==> src/rtl/core/ps2me_pkg.sv <==
`default_nettype none

package ps2me_pkg;

    // input selector carried in tuser
    localparam logic OP_HOST   = 1'b0;
    localparam logic OP_REPORT = 1'b1;

    // host commands
    localparam logic [7:0] CMD_RESET    = 8'hFF;
    localparam logic [7:0] CMD_DEFAULTS = 8'hF6;
    localparam logic [7:0] CMD_DISABLE  = 8'hF5;
    localparam logic [7:0] CMD_STREAM   = 8'hEA;
    localparam logic [7:0] CMD_ENABLE   = 8'hF4;
    localparam logic [7:0] CMD_SET_RATE = 8'hF3;
    localparam logic [7:0] CMD_GET_ID   = 8'hF2;
    localparam logic [7:0] CMD_STATUS   = 8'hE9;

    // device replies
    localparam logic [7:0] RSP_ACK      = 8'hFA;
    localparam logic [7:0] RSP_SELFTEST = 8'hAA;
    localparam logic [7:0] RSP_STATUS1  = 8'h00;
    localparam logic [7:0] RSP_STATUS2  = 8'h02;

    localparam logic [7:0] RATE_DEFAULT = 8'd100;

    // sample rate knocks: 200,100,80 and 200,200,80
    localparam logic [31:0] KNOCK_WHEEL = 32'h00C8_6450;
    localparam logic [31:0] KNOCK_5BTN  = 32'h00C8_C850;

    localparam logic [2:0] ID_STD   = 3'd0;
    localparam logic [2:0] ID_WHEEL = 3'd3;
    localparam logic [2:0] ID_5BTN  = 3'd4;

    localparam int IN_DATA_W = 40;

    // one reply: up to four bytes, sent from index 0 up to last_idx
    typedef struct packed {
        logic [3:0][7:0] bytes;
        logic [1:0]      last_idx;
    } packet_t;

    typedef struct packed {
        logic full;
        logic empty;
    } q_status_t;

endpackage

`default_nettype wire

==> src/rtl/core/ps2me_front.sv <==
`default_nettype none

module ps2me_front
(
    input  wire logic                            clk,
    input  wire logic                            rst_n,
    input  wire logic                            s_tvalid,
    output logic                                 s_tready,
    input  wire logic [ps2me_pkg::IN_DATA_W-1:0] s_tdata,
    input  wire logic                            s_tuser,
    input  wire ps2me_pkg::q_status_t            q_status,
    output logic                                 push,
    output ps2me_pkg::packet_t                   push_pkt
);

    logic [2:0]  device_id_reg, device_id_next;
    logic        streaming_reg, streaming_next;
    logic        awaiting_reg, awaiting_next;
    logic [7:0]  rate_reg, rate_next;
    logic [31:0] hist_reg, hist_next;

    logic [7:0]  host_byte, button_bits, dx_raw, dy_raw, wheel_raw;
    logic [31:0] hist_shift;
    logic        accept;
    logic        has_reply;
    logic [7:0]  s_byte, y_byte;
    logic [7:0]  z_byte;
    logic [2:0]  z_mag;
    logic [6:0]  y_mag;
    logic        wheel_mode;

    assign host_byte   = s_tdata[7:0];
    assign button_bits = s_tdata[15:8];
    assign dx_raw      = s_tdata[23:16];
    assign dy_raw      = s_tdata[31:24];
    assign wheel_raw   = s_tdata[39:32];

    assign s_tready   = !q_status.full;
    assign accept     = s_tvalid && s_tready;
    assign hist_shift = {hist_reg[23:0], host_byte};
    assign wheel_mode = (device_id_reg == ps2me_pkg::ID_WHEEL)
                     || (device_id_reg == ps2me_pkg::ID_5BTN);
    assign y_mag      = dy_raw[6:0];
    assign z_mag      = wheel_raw[2:0];

    // report coding: y is sent negated, sign bits land in the status byte
    always_comb
    begin
        s_byte = {4'b0000, 1'b1, button_bits[2:0]};
        s_byte[4] = dx_raw[7];
        if (dy_raw[7])
        begin
            y_byte = 8'h80 - {1'b0, y_mag};
        end
        else if (y_mag != 7'd0)
        begin
            s_byte[5] = 1'b1;
            y_byte = 8'h00 - {1'b0, y_mag};
        end
        else
        begin
            y_byte = 8'h00;
        end
        if (wheel_raw[7])
        begin
            z_byte = 8'd8 - {5'd0, z_mag};
        end
        else if (z_mag != 3'd0)
        begin
            z_byte = 8'd16 - {5'd0, z_mag};
        end
        else
        begin
            z_byte = 8'd0;
        end
        if (device_id_reg == ps2me_pkg::ID_5BTN)
        begin
            z_byte[4] = button_bits[3];
            z_byte[5] = button_bits[4];
        end
    end

    always_comb
    begin
        device_id_next = device_id_reg;
        streaming_next = streaming_reg;
        awaiting_next  = awaiting_reg;
        rate_next      = rate_reg;
        hist_next      = hist_reg;
        has_reply      = 1'b1;
        push_pkt.bytes    = {4{ps2me_pkg::RSP_ACK}};
        push_pkt.last_idx = 2'd0;

        if (s_tuser == ps2me_pkg::OP_REPORT)
        begin
            has_reply = streaming_reg;
            push_pkt.bytes[0] = s_byte;
            push_pkt.bytes[1] = dx_raw;
            push_pkt.bytes[2] = y_byte;
            push_pkt.bytes[3] = z_byte;
            push_pkt.last_idx = wheel_mode ? 2'd3 : 2'd2;
        end
        else if (awaiting_reg)
        begin
            rate_next     = host_byte;
            awaiting_next = 1'b0;
            hist_next     = hist_shift;
            if (device_id_reg == ps2me_pkg::ID_STD && hist_shift == ps2me_pkg::KNOCK_WHEEL)
            begin
                device_id_next = ps2me_pkg::ID_WHEEL;
            end
            else if (device_id_reg == ps2me_pkg::ID_WHEEL
                     && hist_shift == ps2me_pkg::KNOCK_5BTN)
            begin
                device_id_next = ps2me_pkg::ID_5BTN;
            end
        end
        else
        begin
            if (host_byte != ps2me_pkg::CMD_SET_RATE)
            begin
                hist_next = 32'd0;
            end
            case (host_byte)
                ps2me_pkg::CMD_RESET:
                begin
                    device_id_next = ps2me_pkg::ID_STD;
                    streaming_next = 1'b0;
                    rate_next      = ps2me_pkg::RATE_DEFAULT;
                    push_pkt.bytes[1] = ps2me_pkg::RSP_SELFTEST;
                    push_pkt.bytes[2] = {5'd0, ps2me_pkg::ID_STD};
                    push_pkt.last_idx = 2'd2;
                end
                ps2me_pkg::CMD_DEFAULTS:
                begin
                    device_id_next = ps2me_pkg::ID_STD;
                    streaming_next = 1'b0;
                    rate_next      = ps2me_pkg::RATE_DEFAULT;
                end
                ps2me_pkg::CMD_DISABLE, ps2me_pkg::CMD_STREAM:
                begin
                    streaming_next = 1'b0;
                end
                ps2me_pkg::CMD_ENABLE:
                begin
                    streaming_next = 1'b1;
                end
                ps2me_pkg::CMD_SET_RATE:
                begin
                    awaiting_next = 1'b1;
                end
                ps2me_pkg::CMD_GET_ID:
                begin
                    push_pkt.bytes[1] = {5'd0, device_id_reg};
                    push_pkt.last_idx = 2'd1;
                end
                ps2me_pkg::CMD_STATUS:
                begin
                    push_pkt.bytes[1] = ps2me_pkg::RSP_STATUS1;
                    push_pkt.bytes[2] = ps2me_pkg::RSP_STATUS2;
                    push_pkt.bytes[3] = rate_reg;
                    push_pkt.last_idx = 2'd3;
                end
                default:
                begin
                end
            endcase
        end
    end

    assign push = accept && has_reply;

    always_ff @(posedge clk or negedge rst_n)
    begin
        if (!rst_n)
        begin
            device_id_reg <= ps2me_pkg::ID_STD;
            streaming_reg <= 1'b0;
            awaiting_reg  <= 1'b0;
            rate_reg      <= ps2me_pkg::RATE_DEFAULT;
            hist_reg      <= 32'd0;
        end
        else if (accept)
        begin
            device_id_reg <= device_id_next;
            streaming_reg <= streaming_next;
            awaiting_reg  <= awaiting_next;
            rate_reg      <= rate_next;
            hist_reg      <= hist_next;
        end
    end

endmodule

`default_nettype wire

==> src/rtl/core/ps2me_queue.sv <==
`default_nettype none

module ps2me_queue
#(
    parameter int DEPTH = 2
)
(
    input  wire logic                 clk,
    input  wire logic                 rst_n,
    input  wire logic                 push,
    input  wire ps2me_pkg::packet_t   push_pkt,
    input  wire logic                 pop,
    output ps2me_pkg::packet_t        head,
    output ps2me_pkg::q_status_t      status
);

    localparam int PTR_W = (DEPTH > 1) ? $clog2(DEPTH) : 1;
    localparam int CNT_W = $clog2(DEPTH + 1);
    localparam logic [PTR_W-1:0] PTR_LAST = PTR_W'(DEPTH - 1);
    localparam logic [CNT_W-1:0] CNT_FULL = CNT_W'(DEPTH);

    ps2me_pkg::packet_t entries_reg [DEPTH];
    logic [PTR_W-1:0] wr_ptr_reg, wr_ptr_next;
    logic [PTR_W-1:0] rd_ptr_reg, rd_ptr_next;
    logic [CNT_W-1:0] count_reg, count_next;
    logic             do_push, do_pop;

    assign status.full  = (count_reg == CNT_FULL);
    assign status.empty = (count_reg == '0);
    assign do_push      = push && !status.full;
    assign do_pop       = pop && !status.empty;
    assign head         = entries_reg[rd_ptr_reg];

    always_comb
    begin
        wr_ptr_next = wr_ptr_reg;
        rd_ptr_next = rd_ptr_reg;
        count_next  = count_reg;
        if (do_push)
        begin
            wr_ptr_next = (wr_ptr_reg == PTR_LAST) ? '0 : wr_ptr_reg + 1'b1;
        end
        if (do_pop)
        begin
            rd_ptr_next = (rd_ptr_reg == PTR_LAST) ? '0 : rd_ptr_reg + 1'b1;
        end
        if (do_push && !do_pop)
        begin
            count_next = count_reg + 1'b1;
        end
        else if (do_pop && !do_push)
        begin
            count_next = count_reg - 1'b1;
        end
    end

    always_ff @(posedge clk or negedge rst_n)
    begin
        if (!rst_n)
        begin
            wr_ptr_reg <= '0;
            rd_ptr_reg <= '0;
            count_reg  <= '0;
        end
        else
        begin
            wr_ptr_reg <= wr_ptr_next;
            rd_ptr_reg <= rd_ptr_next;
            count_reg  <= count_next;
        end
    end

    always_ff @(posedge clk)
    begin
        if (do_push)
        begin
            entries_reg[wr_ptr_reg] <= push_pkt;
        end
    end

endmodule

`default_nettype wire

==> src/rtl/core/ps2me_back.sv <==
`default_nettype none

module ps2me_back
(
    input  wire logic                 clk,
    input  wire logic                 rst_n,
    input  wire ps2me_pkg::packet_t   head,
    input  wire ps2me_pkg::q_status_t q_status,
    output logic                      pop,
    output logic                      m_tvalid,
    input  wire logic                 m_tready,
    output logic [7:0]                m_tdata,
    output logic                      m_tlast
);

    logic [1:0] idx_reg, idx_next;
    logic       valid_reg, valid_next;
    logic [7:0] data_reg;
    logic       last_reg;
    logic       load;
    logic       at_last;

    // output register refills, while the queue holds a reply, whenever it is empty or being taken
    assign load    = !q_status.empty && (!valid_reg || m_tready);
    assign at_last = (idx_reg == head.last_idx);
    assign pop     = load && at_last;

    always_comb
    begin
        idx_next   = idx_reg;
        valid_next = valid_reg;
        if (load)
        begin
            valid_next = 1'b1;
            idx_next   = at_last ? 2'd0 : idx_reg + 2'd1;
        end
        else if (m_tready)
        begin
            valid_next = 1'b0;
        end
    end

    always_ff @(posedge clk or negedge rst_n)
    begin
        if (!rst_n)
        begin
            idx_reg   <= 2'd0;
            valid_reg <= 1'b0;
        end
        else
        begin
            idx_reg   <= idx_next;
            valid_reg <= valid_next;
        end
    end

    always_ff @(posedge clk)
    begin
        if (load)
        begin
            data_reg <= head.bytes[idx_reg];
            last_reg <= at_last;
        end
    end

    assign m_tvalid = valid_reg;
    assign m_tdata  = data_reg;
    assign m_tlast  = last_reg;

endmodule

`default_nettype wire

==> src/rtl/core/ps2_mouse_emulator.sv <==
// ps2 mouse device model with wheel and five-button extensions. each request on the
// slave side is a host command byte (tuser 0) or a usb boot mouse report (tuser 1);
// its reply bytes (ack plus replies, or a 3 or 4 byte movement packet while streaming)
// leave on the master side one byte per cycle while m_tready is high, with tlast on
// the final byte of each reply. a request that yields no bytes (report while not
// streaming) produces nothing. replies wait in a queue of QUEUE_DEPTH packets; the
// slave side stalls only when that queue is full. the first byte of a reply passes
// through that queue and then the output register before it is valid.

`default_nettype none

module ps2_mouse_emulator
#(
    parameter int QUEUE_DEPTH = 2
)
(
    input  wire logic                            clk,
    input  wire logic                            rst_n,
    input  wire logic                            s_tvalid,
    output logic                                 s_tready,
    // host_byte[7:0], button_bits[15:8], dx_raw[23:16], dy_raw[31:24], wheel_raw[39:32]
    input  wire logic [ps2me_pkg::IN_DATA_W-1:0] s_tdata,
    // opcode
    input  wire logic                            s_tuser,
    output logic                                 m_tvalid,
    input  wire logic                            m_tready,
    // out_byte[7:0]
    output logic [7:0]                           m_tdata,
    output logic                                 m_tlast
);

    logic                 push;
    logic                 pop;
    ps2me_pkg::packet_t   push_pkt;
    ps2me_pkg::packet_t   head;
    ps2me_pkg::q_status_t q_status;

    ps2me_front u_front
    (
        .clk      (clk),
        .rst_n    (rst_n),
        .s_tvalid (s_tvalid),
        .s_tready (s_tready),
        .s_tdata  (s_tdata),
        .s_tuser  (s_tuser),
        .q_status (q_status),
        .push     (push),
        .push_pkt (push_pkt)
    );

    ps2me_queue #(
        .DEPTH (QUEUE_DEPTH)
    ) u_queue
    (
        .clk      (clk),
        .rst_n    (rst_n),
        .push     (push),
        .push_pkt (push_pkt),
        .pop      (pop),
        .head     (head),
        .status   (q_status)
    );

    ps2me_back u_back
    (
        .clk      (clk),
        .rst_n    (rst_n),
        .head     (head),
        .q_status (q_status),
        .pop      (pop),
        .m_tvalid (m_tvalid),
        .m_tready (m_tready),
        .m_tdata  (m_tdata),
        .m_tlast  (m_tlast)
    );

`ifndef NO_ASSERTIONS
    // every accepted host command must queue a reply
    assert property (@(posedge clk) disable iff (!rst_n)
        (s_tvalid && s_tready && s_tuser == ps2me_pkg::OP_HOST) |-> push)
        else $error("host command accepted without reply");

    // back end never drains an empty queue
    assert property (@(posedge clk) disable iff (!rst_n)
        pop |-> !q_status.empty)
        else $error("pop from empty reply queue");

    // queue cannot be both full and empty
    assert property (@(posedge clk) disable iff (!rst_n)
        !(q_status.full && q_status.empty))
        else $error("reply queue status inconsistent");
`endif

endmodule

`default_nettype wire

==> config.mk <==
export PLATFORM = sky130hd
export DESIGN_NAME = ps2_mouse_emulator
export DESIGN_NICKNAME = d
export VERILOG_FILES = /design/src/rtl/core/ps2me_pkg.sv /design/src/rtl/core/ps2me_front.sv /design/src/rtl/core/ps2me_queue.sv /design/src/rtl/core/ps2me_back.sv /design/src/rtl/core/ps2_mouse_emulator.sv
export SDC_FILE = /design/constraint.sdc
export NUM_CORES = 1
export LEC_CHECK = 0
export ABC_AREA = 1
export BUFFER_PORTS_ARGS = -buffer_cell sky130_fd_sc_hd__buf_2
export CORE_UTILIZATION = 25
export CTS_CLUSTER_DIAMETER = 200
export DETAILED_ROUTE_END_ITERATION = 10
export GPL_TIMING_DRIVEN = 0
export SLEW_MARGIN = 15
export SYNTH_ARGS = -nofsm -noshare
export SYNTH_HDL_FRONTEND = slang
export SYNTH_SLANG_ARGS = --single-unit
==> constraint.sdc <==
create_clock -name clk -period 4.2 [get_ports clk]
set_clock_uncertainty 0.2 [all_clocks]
set_input_delay 0.42 -clock clk [delete_from_list [all_inputs] [get_ports clk]]
set_output_delay 0.42 -clock clk [all_outputs]
set_load 0.05 [all_outputs]
After elaboration in Yosys (flattened, before gate mapping)
Memories as Yosys holds them, arrays and structs flattened.
Index checks and enable logic that the tools add are counted.
{"block": "totals", "word_cells": 114, "in_bits": 45, "mem_bits_rw": 68, "reg_bits": 53, "n_memories": 1, "out_inout_bits": 11}
{"name": "u_queue.entries_reg", "words": 2, "word_bits": 34, "read_ports": 1, "rd_ports_with_merged_regs": 0, "wr": 1, "line": "ps2me_queue.sv:22", "source": "ps2me_pkg::packet_t entries_reg [DEPTH];"}
{"block": "op_classes", "order_cmp": 1, "add_sub_neg": 9, "mux": 40, "bitwise": 2, "reduce_logical": 33, "eq_ne": 16}
{"cell": "24-bit two-way mux", "count": 4}
{"cell": "8-bit two-way mux", "count": 9}
{"cell": "32-bit by 24-bit == test with 1-bit output (second input constant)", "count": 2}
{"cell": "8-bit == test (second input constant)", "count": 8}
{"cell": "8-bit one-hot mux with 3 select lines", "count": 1}
{"cell": "8-bit binary-select mux with 2-bit select", "count": 1}
{"cell": "8-bit one-hot mux with 2 select lines", "count": 1}
{"cell": "1-bit two-way mux", "count": 12}
{"cell": "2-bit two-way mux", "count": 6}
{"cell": "3-bit two-way mux", "count": 4}
{"cell": "1-bit logical AND", "count": 10}
{"cell": "2-bit nonzero test", "count": 5}
{"cell": "8-bit inequality test (second input constant)", "count": 1}
{"cell": "4-bit AND reduction", "count": 2}
{"cell": "1-bit by 7-bit subtractor with 8-bit output (first input constant)", "count": 1}
{"cell": "8-bit by 7-bit subtractor with 8-bit output (first input constant)", "count": 1}
{"cell": "7-bit nonzero test", "count": 1}
{"cell": "2-bit one-hot mux with 3 select lines", "count": 1}
{"cell": "3-bit AND reduction", "count": 2}
{"cell": "5-bit by 3-bit subtractor with 6-bit output (first input constant)", "count": 1}
{"cell": "1-bit zero test", "count": 5}
{"cell": "4-bit by 3-bit subtractor with 5-bit output (first input constant)", "count": 1}
{"cell": "2-bit by 1-bit adder with 2-bit output (second input constant)", "count": 2}
{"cell": "4-bit OR reduction", "count": 1}
{"cell": "16 further kinds", "count": 19}

Depth between registers and ports, before layout
Gate-level depths: netlist (run 1).
{"block": "depth", "word_depth": 9, "ltp_mapped": 11, "ltp_nobuf": 11}

Hierarchy
Synthesis (run 1) repeated with hierarchy kept, for this count alone.
{"block": "hier_totals", "hier_cells": 609, "area_unflattened_um2": 5721.7}
{"module": "ps2me_queue", "instances": 1, "seq_area_each_um2": 2142.1, "area_per_inst_um2": 2711.4, "cells_per_inst": 209}
{"module": "ps2me_front", "instances": 1, "seq_area_each_um2": 904.6, "area_per_inst_um2": 2285.9, "cells_per_inst": 319}
{"module": "ps2me_back", "instances": 1, "seq_area_each_um2": 345.3, "area_per_inst_um2": 724.4, "cells_per_inst": 81}

Worst setup path after synthesis (run 1)
OpenSTA, ideal clock, no wires.
{"block": "synth_timing", "kind": "register to register", "start": "register u_queue.count_reg[0]", "end": "memory u_queue.entries_reg[1][0] in the netlist's numbering (enable)", "slack_ns": 1.136, "period_less_slack_ns": 3.064, "stages_incl_launch_ff": 7, "required_ns": 3.579, "path_buffers": 0, "setup_time_ns": 0.421, "arrival_ns": 2.443, "path_cell_list": "dfrtp_1 -> inv_2 -> nand2_2 -> nand2_4 -> a21oi_1 -> inv_1 -> nor2_1"}
{"block": "synth_between", "elab_chain_cells": 7}
{"element": "from (decl)", "line": "ps2me_queue.sv:25", "source": "logic [CNT_W-1:0] count_reg, count_next;"}
{"element": "from (signal assigned)", "line": "ps2me_queue.sv:69", "source": "count_reg <= count_next;"}
{"element": "2-bit == test *", "line": "ps2me_queue.sv:28", "source": "assign status.full = (count_reg == CNT_FULL);"}
{"element": "1-bit zero test *", "line": "ps2me_front.sv:38", "source": "assign s_tready = !q_status.full;"}
{"element": "via s_tready", "line": "ps2_mouse_emulator.sv:20", "source": "output logic s_tready,"}
{"element": "1-bit logical AND", "line": "ps2me_front.sv:39", "source": "assign accept = s_tvalid && s_tready;"}
{"element": "1-bit logical AND", "line": "ps2me_front.sv:171", "source": "assign push = accept && has_reply;"}
{"element": "1-bit logical AND *", "line": "ps2me_queue.sv:30", "source": "assign do_push = push && !status.full;"}
{"element": "via u_queue.do_push", "line": "ps2me_queue.sv:26", "source": "logic do_push, do_pop;"}
{"element": "1-bit two-way mux *", "line": "ps2me_queue.sv:75", "source": "if (do_push)"}
{"element": "1-bit two-way mux (not written as such) *", "line": "ps2me_queue.sv:77", "source": "entries_reg[wr_ptr_reg] <= push_pkt;"}
{"element": "to (decl)", "line": "ps2me_queue.sv:22"}
The timed path passes the listed nets; every way through them passes the cells marked *.

Worst setup path after layout (run 1)
{"block": "layout_timing", "start": "input port m_tready", "end": "register u_queue.count_reg[1]"}
{"block": "layout_between", "elab_chain_cells": 7, "word_cells_on_any_way": 9, "cone_classes": "mux (1); reduce/logical (8)"}
{"element": "from (decl)", "line": "ps2_mouse_emulator.sv:26", "source": "input wire logic m_tready,"}
{"element": "1-bit logical OR *", "line": "ps2me_back.sv:24", "source": "assign load = !q_status.empty && (!valid_reg || m_tready);"}
{"element": "1-bit logical AND *", "line": "ps2me_back.sv:24"}
{"element": "via u_back.load", "line": "ps2me_back.sv:20", "source": "logic load;"}
{"element": "1-bit logical AND *", "line": "ps2me_back.sv:26", "source": "assign pop = load && at_last;"}
{"element": "1-bit logical AND *", "line": "ps2me_queue.sv:31", "source": "assign do_pop = pop && !status.empty;"}
{"element": "1-bit zero test", "line": "ps2me_queue.sv:47", "source": "if (do_push && !do_pop)"}
{"element": "1-bit logical AND", "line": "ps2me_queue.sv:47"}
{"element": "2-bit two-way mux / 2-bit nonzero test (equally long branches)"}
Marks and branches as above.
A chain may end at the register's enable or synchronous reset.

==> results by group, run 1 <==
Run status
  • Status: finished, violations left
  • Failing checks: hold timing

CTS
  • Worst-skew pair later-pin latency: about 0.42 ns
  • Post-CTS sizing: 0
  • Htree depth: 4
  • Num CTS Buffers: 17
  • Root buf cell: clkbuf_16
  • TritonCTS clock tree: yes
  • Worst-path clk slew: 0.06 ns
  • Clock Path Buffers: 2
  • Clock tree sinks: around 120

Worst setup path
  • Setup CP Type: in -> reg
  • Worst Setup EP: u_queue.count_reg[1]
  • Worst setup SP type: primary input
  • Crit. Startpoint: m_tready
  • FF-to-FF Start: u_queue.count_reg[1]
  • Crit path required time: about 4.3 ns
  • Critical path capture point type: flip-flop
  • R2R cell count: 7
  • Slack of the worst reg-to-reg path: approximately 2.0 ns
  • R2r endpoint: u_queue.count_reg[1]
  • Arr. time, crit path: 2.54 ns
  • Crit-path max FO: 12

STA
  • Final Max Tran Viols: 0
  • Fin crit share: around three fifths
  • Setup TNS: 0 ns
  • Rel. slew slack: between 30% and 40%
  • Final hold violations: 39
  • Final min period: 2.45 ns
  • Final hold slack: -0.0329 ns
  • Worst-Margin Slew: roughly 0.99 ns
  • # setup viols final: 0
  • Unrepaired setup endpoints after global routing: no
  • Maximum clock frequency: approximately 410 MHz

Power
  • Peak supply drop: around 340 µV
  • Comb power frac: a little over a third
  • Sequential share of power: 37.3%
  • Final Total Pwr: roughly 0.0048 W
  • Pwr Density: 721 nW/µm²
  • Psw: 0.00187 W
  • Clk pwr share: a little over a quarter
  • Lkg Pwr: about 2.8 nW
  • Internal: 0.00297 W
  • Sw Ratio: 38.7%

Synth
  • Synth Area per Inst: between 10 and 15 µm²
  • Synth Instances: 544
  • Share of the synthesized area in the top cell type: between 30% and 40%
  • Post-synth top area cell: edfxtp_1
  • Mapped Area: around 5500 µm²
  • EDFF count, synth: between 70 and 80
  • Seq/Total Area, Yosys: 59.4%
  • Syn Nets: 596
  • Flops & latches, synth: ~120
  • Yosys cell types: 37
  • Synth warnings: 0
  • Main area contributors after synthesis: edfxtp_1, dfrtp_1, nand2_1
  • Ys flop type: edfxtp_1
  • Share of flip-flops with an asynchronous set or reset: approximately 37%

Die
  • Initial Util: 25.9%
  • Core Area: around 21000 µm²
  • Die area: 22600 µm²
  • Die Wd: ~150 µm
  • Rows: 53
  • I/O pin total: 56
  • Die H: roughly 150 µm

Placement
  • PortBufs: 48
  • GP Congestion: between 0.8 and 0.9
  • Dpl cell area: a little over 6000 µm²
  • DP HPWL: 9660 µm

Global route
  • Initial antenna violation count: 0
  • First-pass GRT wire length: 21400 µm
  • Largest net degree at the start of global routing: 44
  • Global route overflow: 0
  • Vias in the first global route: around 4100
  • Total Routing Usage GR: between 10% and 20%

Layout
  • Leading cell type in the layout, fill and taps excluded: nand2_1
  • # diodes: 0
  • Max FFs per register: 64
  • Commonest non-fill, non-tap cells in the layout: nand2_1, edfxtp_1, nor2_1, inv_1, buf_2
  • Nets: between 600 and 700
  • Layout cells sized above 1: around 25%
  • Fillcell total: ~2100
  • Util after Layout: roughly a third
  • P&R area growth vs syn: 21.8%
  • Final instance area: about 6700 µm²

Drt
  • First DRT Iteration DRCs: roughly 290
  • DR pass1 iterations: 5
  • DRC: 0
  • Final ANT Viol Nets: 0
  • Post-Route WL: roughly 13000 µm
  • Avg Vias per Cell: ~4.4
  • Wire per inst: roughly 15 µm
  • Vias: between 3000 and 4000

Worst hold path
  • Hold crit path type: in -> async

Run
  • Maxcap violations: 0
## what timing repair did
item,4_1_cts,5_1_grt
buffers inserted,0,0
hold buffers,1,0
endpoints found under the hold margin,1,0
## per-layer routing
layer | vias up | part of all wire, % | GRT usage [%]
met4 | 0 | 1.1 | 4.85
met3 | 14 | 4.5 | 2.52
met5 | - | 0 | 0
met1 | 1906 | 47 | 17.0
met2 | 102 | 47 | 20.2
li1 | 1970 | - | -
## stage by stage
stage	std cells	hold slack [ns]	setup slack (ns)
global route	902	0.0665	1.55
finish	902	-0.0329	1.75
global placement	867	0.270	0.238
CTS	902	0.0147	1.71
detailed placement	869	0.282	1.79
floorplan	544	-0.0756	1.14
## layout make-up
| class | count | area, µm² | area share [%] |
|---|---|---|---|
| Sequential cell | 116 | 3270 | 48.8 |
| Multi-Input combinational cell | 333 | 1860 | 27.7 |
| Clock buffer | 17 | 425 | 6.34 |
| Tap cell | 275 | 344 | 5.13 |
| Timing Repair Buffer | 51 | 298 | 4.44 |
| Inverter | 77 | 292 | 4.34 |
| Clock inverter | 15 | 119 | 1.77 |
| Buffer | 18 | 105 | 1.57 |
## how the worst min path moves through the flow
stage	start	to	slack, ns	depth (start not counted)
floorplan	rst_n	u_back.idx_reg[0]	-0.08	0
global placement	u_front.rate_reg[2]	u_front.rate_reg[2]	0.27	2
detailed placement	u_front.rate_reg[5]	u_front.rate_reg[5]	0.28	2
CTS	rst_n	u_back.idx_reg[1]	0.01	1
global route	rst_n	u_front.hist_reg[20]	0.07	1
finish	rst_n	u_front.hist_reg[20]	-0.03	1
## cell families (layout without fill, tap and decap cells)
| group | Yosys count | count (layout) | synth area share (%) |
|---|---|---|---|
| AO/OA/AOI/OAI | 111 | 111 | 13.7 |
| flip-flops | 116 | 116 | 59.4 |
| adder cells (fa/ha/maj) | 7 | 7 | 1.59 |
| XOR/XNOR | 9 | 9 | 1.43 |
| AND/OR/NAND/NOR | 206 | 206 | 16.7 |
| buffers and inverters | 95 | 178 | 7.20 |
## power by group through the flow
stage / sequential [W] / combinational, W / clock (W)
floorplan: 0.00198 / 0.00106 / 0
global placement: 0.00183 / 0.00165 / 0
detailed placement: 0.00183 / 0.00171 / 0
CTS: 0.00181 / 0.00172 / 0.00134
global route: 0.00185 / 0.00191 / 0.00139
finish: 0.00181 / 0.00171 / 0.00133
## cells in the mapped netlist, drive strengths merged, types with 2 or more instances
master / count
a31oi: 2
clkbuf: 5
buf: 13
nand2: 105
xor2: 8
nand3: 21
a21oi: 14
edfxtp: 73
o31ai: 3
nor3: 2
dfrtp: 40
nor2: 73
ha: 7
inv: 76
o22ai: 34
nand4: 4
o21ai: 57
dfstp: 3
## worst max-delay path: stages
cell and delay (ns):
dlygate4sd3_1 0.53, buf_2 0.11, nor2_1 0.04, a21oi_2 0.50
nand2_2 0.20, ha_1 0.36, a21oi_1 0.12, o21ai_0 0.11
xor2_1 0.15
(Power assumes the default switching activity.)
==> inputs of run 2 (changes only) <==
==> constraint.sdc (replaced) <==
create_clock -name clk -period 2.5 [get_ports clk]
set_clock_uncertainty 0.2 [all_clocks]
set_input_delay 0.25 -clock clk [delete_from_list [all_inputs] [get_ports clk]]
set_output_delay 0.25 -clock clk [all_outputs]
set_load 0.05 [all_outputs]
==> run 2 against run 1 <==
The flow now finishes without violations. Largest power group unchanged. Combinational power increased by 68%. Routed wire length increased by 0.91%. Critical endpoint unchanged. Count of clock-buffer cells in the layout stayed put. Total power rose by 73%.
==> results by group, run 2 (same netlist as run 1, synthesis figures left out) <==
Run status
  • Status: complete, no violations (was finished, violations left)

STA
  • Worst-Margin Slew: 0.988 ns (was 0.993 ns)
  • Maximum clock frequency: 439 MHz
  • Final hold violations: 0 (was 39)
  • Final Max Tran Viols: 0 (unchanged)
  • Rel. slew slack: 34.1% (was 33.8%)
  • Unrepaired setup endpoints after global routing: no (unchanged)
  • # setup viols final: 0 (unchanged)
  • Fin crit share: 91.1%
  • Final min period: between 2 and 2.5 ns

Power
  • Pwr Density: 1220 nW/µm² (was 721 nW/µm²)
  • Sequential share of power: 36.2% (was 37.3%)
  • Internal: 0.00514 W (was 0.00297 W)
  • Final Total Pwr: 0.00837 W (was 0.00484 W)
  • Psw: 0.00324 W (was 0.00187 W)
  • Peak supply drop: 586 µV (was 344 µV)
  • Sw Ratio: 38.7% (about the same)
  • Clk pwr share: 29.5% (was 27.4%)
  • Comb power frac: 34.3% (was 35.2%)
  • Lkg Pwr: 2.89 nW (was 2.82 nW)

Drt
  • DR pass1 iterations: 7 (was 5)
  • Post-Route WL: 13400 µm (was 13300 µm)
  • Avg Vias per Cell: 4.42 (was 4.43)
  • Final ANT Viol Nets: 0 (unchanged)
  • Wire per inst: 14.6 µm (was 14.7 µm)
  • Vias: 4041 (was 3992)
  • First DRT Iteration DRCs: 232 (was 285)
  • DRC: 0 (unchanged)

CTS
  • Post-CTS setup buffer count: 0 (unchanged)
  • Clock tree sinks: 116 (unchanged)
  • Root buf cell: clkbuf_16 (unchanged)
  • TritonCTS clock tree: yes (unchanged)
  • Worst-path clk slew: 0.06 ns (about the same)
  • Num CTS Buffers: 17 (unchanged)
  • Worst-skew pair later-pin latency: 0.42 ns (about the same)
  • Clock Path Buffers: 2 (unchanged)
  • Htree depth: 4 (unchanged)

Worst hold path
  • Hold crit path type: in -> reg (was in -> async)

Placement
  • DP HPWL: 9800 µm (was 9660 µm)
  • GP Congestion: 0.816 (was 0.841)
  • PortBufs: 48 (unchanged)
  • Inst Count DP: 869 (unchanged)

Layout
  • Leading cell type in the layout, fill and taps excluded: nand2_1 (unchanged)
  • Layout cells sized above 1: 24.3% (was 24.6%)
  • Final non-filler cell total: 914 (was 902)
  • P&R area growth vs syn: 24.9% (was 21.8%)
  • # diodes: 0 (unchanged)
  • Commonest non-fill, non-tap cells in the layout: nand2_1, edfxtp_1, nor2_1, inv_1, buf_2 (unchanged)
  • Nets: 678 (was 666)
  • Max FFs per register: 64 (unchanged)

Global route
  • Vias in the first global route: 4036 (was 4058)
  • Largest net degree at the start of global routing: 44 (unchanged)
  • Global route overflow: 0 (unchanged)
  • Total Routing Usage GR: 12.6% (was 12.7%)
  • Initial antenna violation count: 0 (unchanged)
  • First-pass GRT wire length: 21200 µm (was 21400 µm)

Die
  • Rows: 53 (unchanged)
  • I/O pin total: 56 (unchanged)
  • Initial Util: 25.9% (unchanged)
  • Die area: 22600 µm² (unchanged)
  • Core Area: 21300 µm² (unchanged)
  • Die H: 150 µm (unchanged)
  • Die Wd: 150 µm (unchanged)

Worst setup path
  • Crit-path max FO: 12 (unchanged)
  • Crit path required time: 2.59 ns (was 4.29 ns)
  • Critical path capture point type: flip-flop (unchanged)
  • Setup CP Type: in -> reg (unchanged)
  • Arr. time, crit path: 2.37 ns (was 2.54 ns)
  • Worst setup SP type: primary input (unchanged)

Run
  • Maxcap violations: 0 (unchanged)
run 2: per-stage QoR:
stage / util (%) / hold slack [ns] / setup TNS [ns] / setup WS, ns / instance area, µm²
6_report: 32.3 / 0.00752 / 0 / 0.222 / 6880
5_1_grt: 32.3 / 0.00682 / 0 / 0.0833 / 6880
4_1_cts: 32.3 / 0.00334 / 0 / 0.195 / 6880
3_5_place_dp: 28.9 / 0.280 / 0 / 0.234 / 6150
3_3_place_gp: 28.7 / 0.251 / -29.74 / -0.485 / 6100
2_1_floorplan: - / -0.246 / -3.66 / -0.0572 / 5520
run 2: power groups by stage:
stage / sequential [W] / clock [W] / combinational, W
final: 0.00303 / 0.00247 / 0.00287
after global routing: 0.00310 / 0.00260 / 0.00320
after CTS: 0.00304 / 0.00249 / 0.00290
after detailed placement: 0.00308 / 0 / 0.00287
after global placement: 0.00307 / 0 / 0.00277
after floorplan: 0.00333 / 0 / 0.00179
run 2: final timing paths:
kind	endpoint	depth (start not counted)	startpoint	slack (ns)
max in group asynchronous	u_front.device_id_reg[2]	2	rst_n	1.14
hold reg to reg	u_front.rate_reg[2]	2	u_front.rate_reg[2]	0.28
setup reg to reg	u_queue.count_reg[1]	7	u_queue.count_reg[1]	0.25
min in group asynchronous	u_front.hist_reg[22]	2	rst_n	0.34
setup / recovery	u_queue.count_reg[1]	9	m_tready	0.22
hold / removal	u_front.hist_reg[2]	3	s_tdata[2]	0.008
run 2: cell type report:
cell class              count  area [µm²]
fillers                  2141       14400
flip-flops and latches    116        3270
multi-input cells         333        1860
clock buffers              17         425
repair buffers             63         410
well taps                 275         344
inverters                  77         292
clock inverters            15         176
plain buffers              18         105
run 2: worst max-delay path: stages:
cell and delay, ns:
dlygate4sd3_1 0.53, buf_2 0.11, nor2_1 0.04, a21oi_2 0.52, nand2_2 0.19, ha_1 0.36
a21oi_1 0.11, o21ai_0 0.11, xor2_1 0.15
run 2: what timing repair did:
item | CTS | global route
endpoints found under the hold margin | 61 | 0
gates resized for setup | 0 | 0
hold buffers | 13 | 0
run 2: per-layer routing:
layer / vias up / wire length, µm / GRT usage, %
li1: 1999 / - / -
met1: 1944 / 6250 / 16.6
met2: 90 / 6350 / 20.0
met3: 8 / 618 / 3.67
met4: 0 / 163 / 3.59
met5: - / 0 / 0
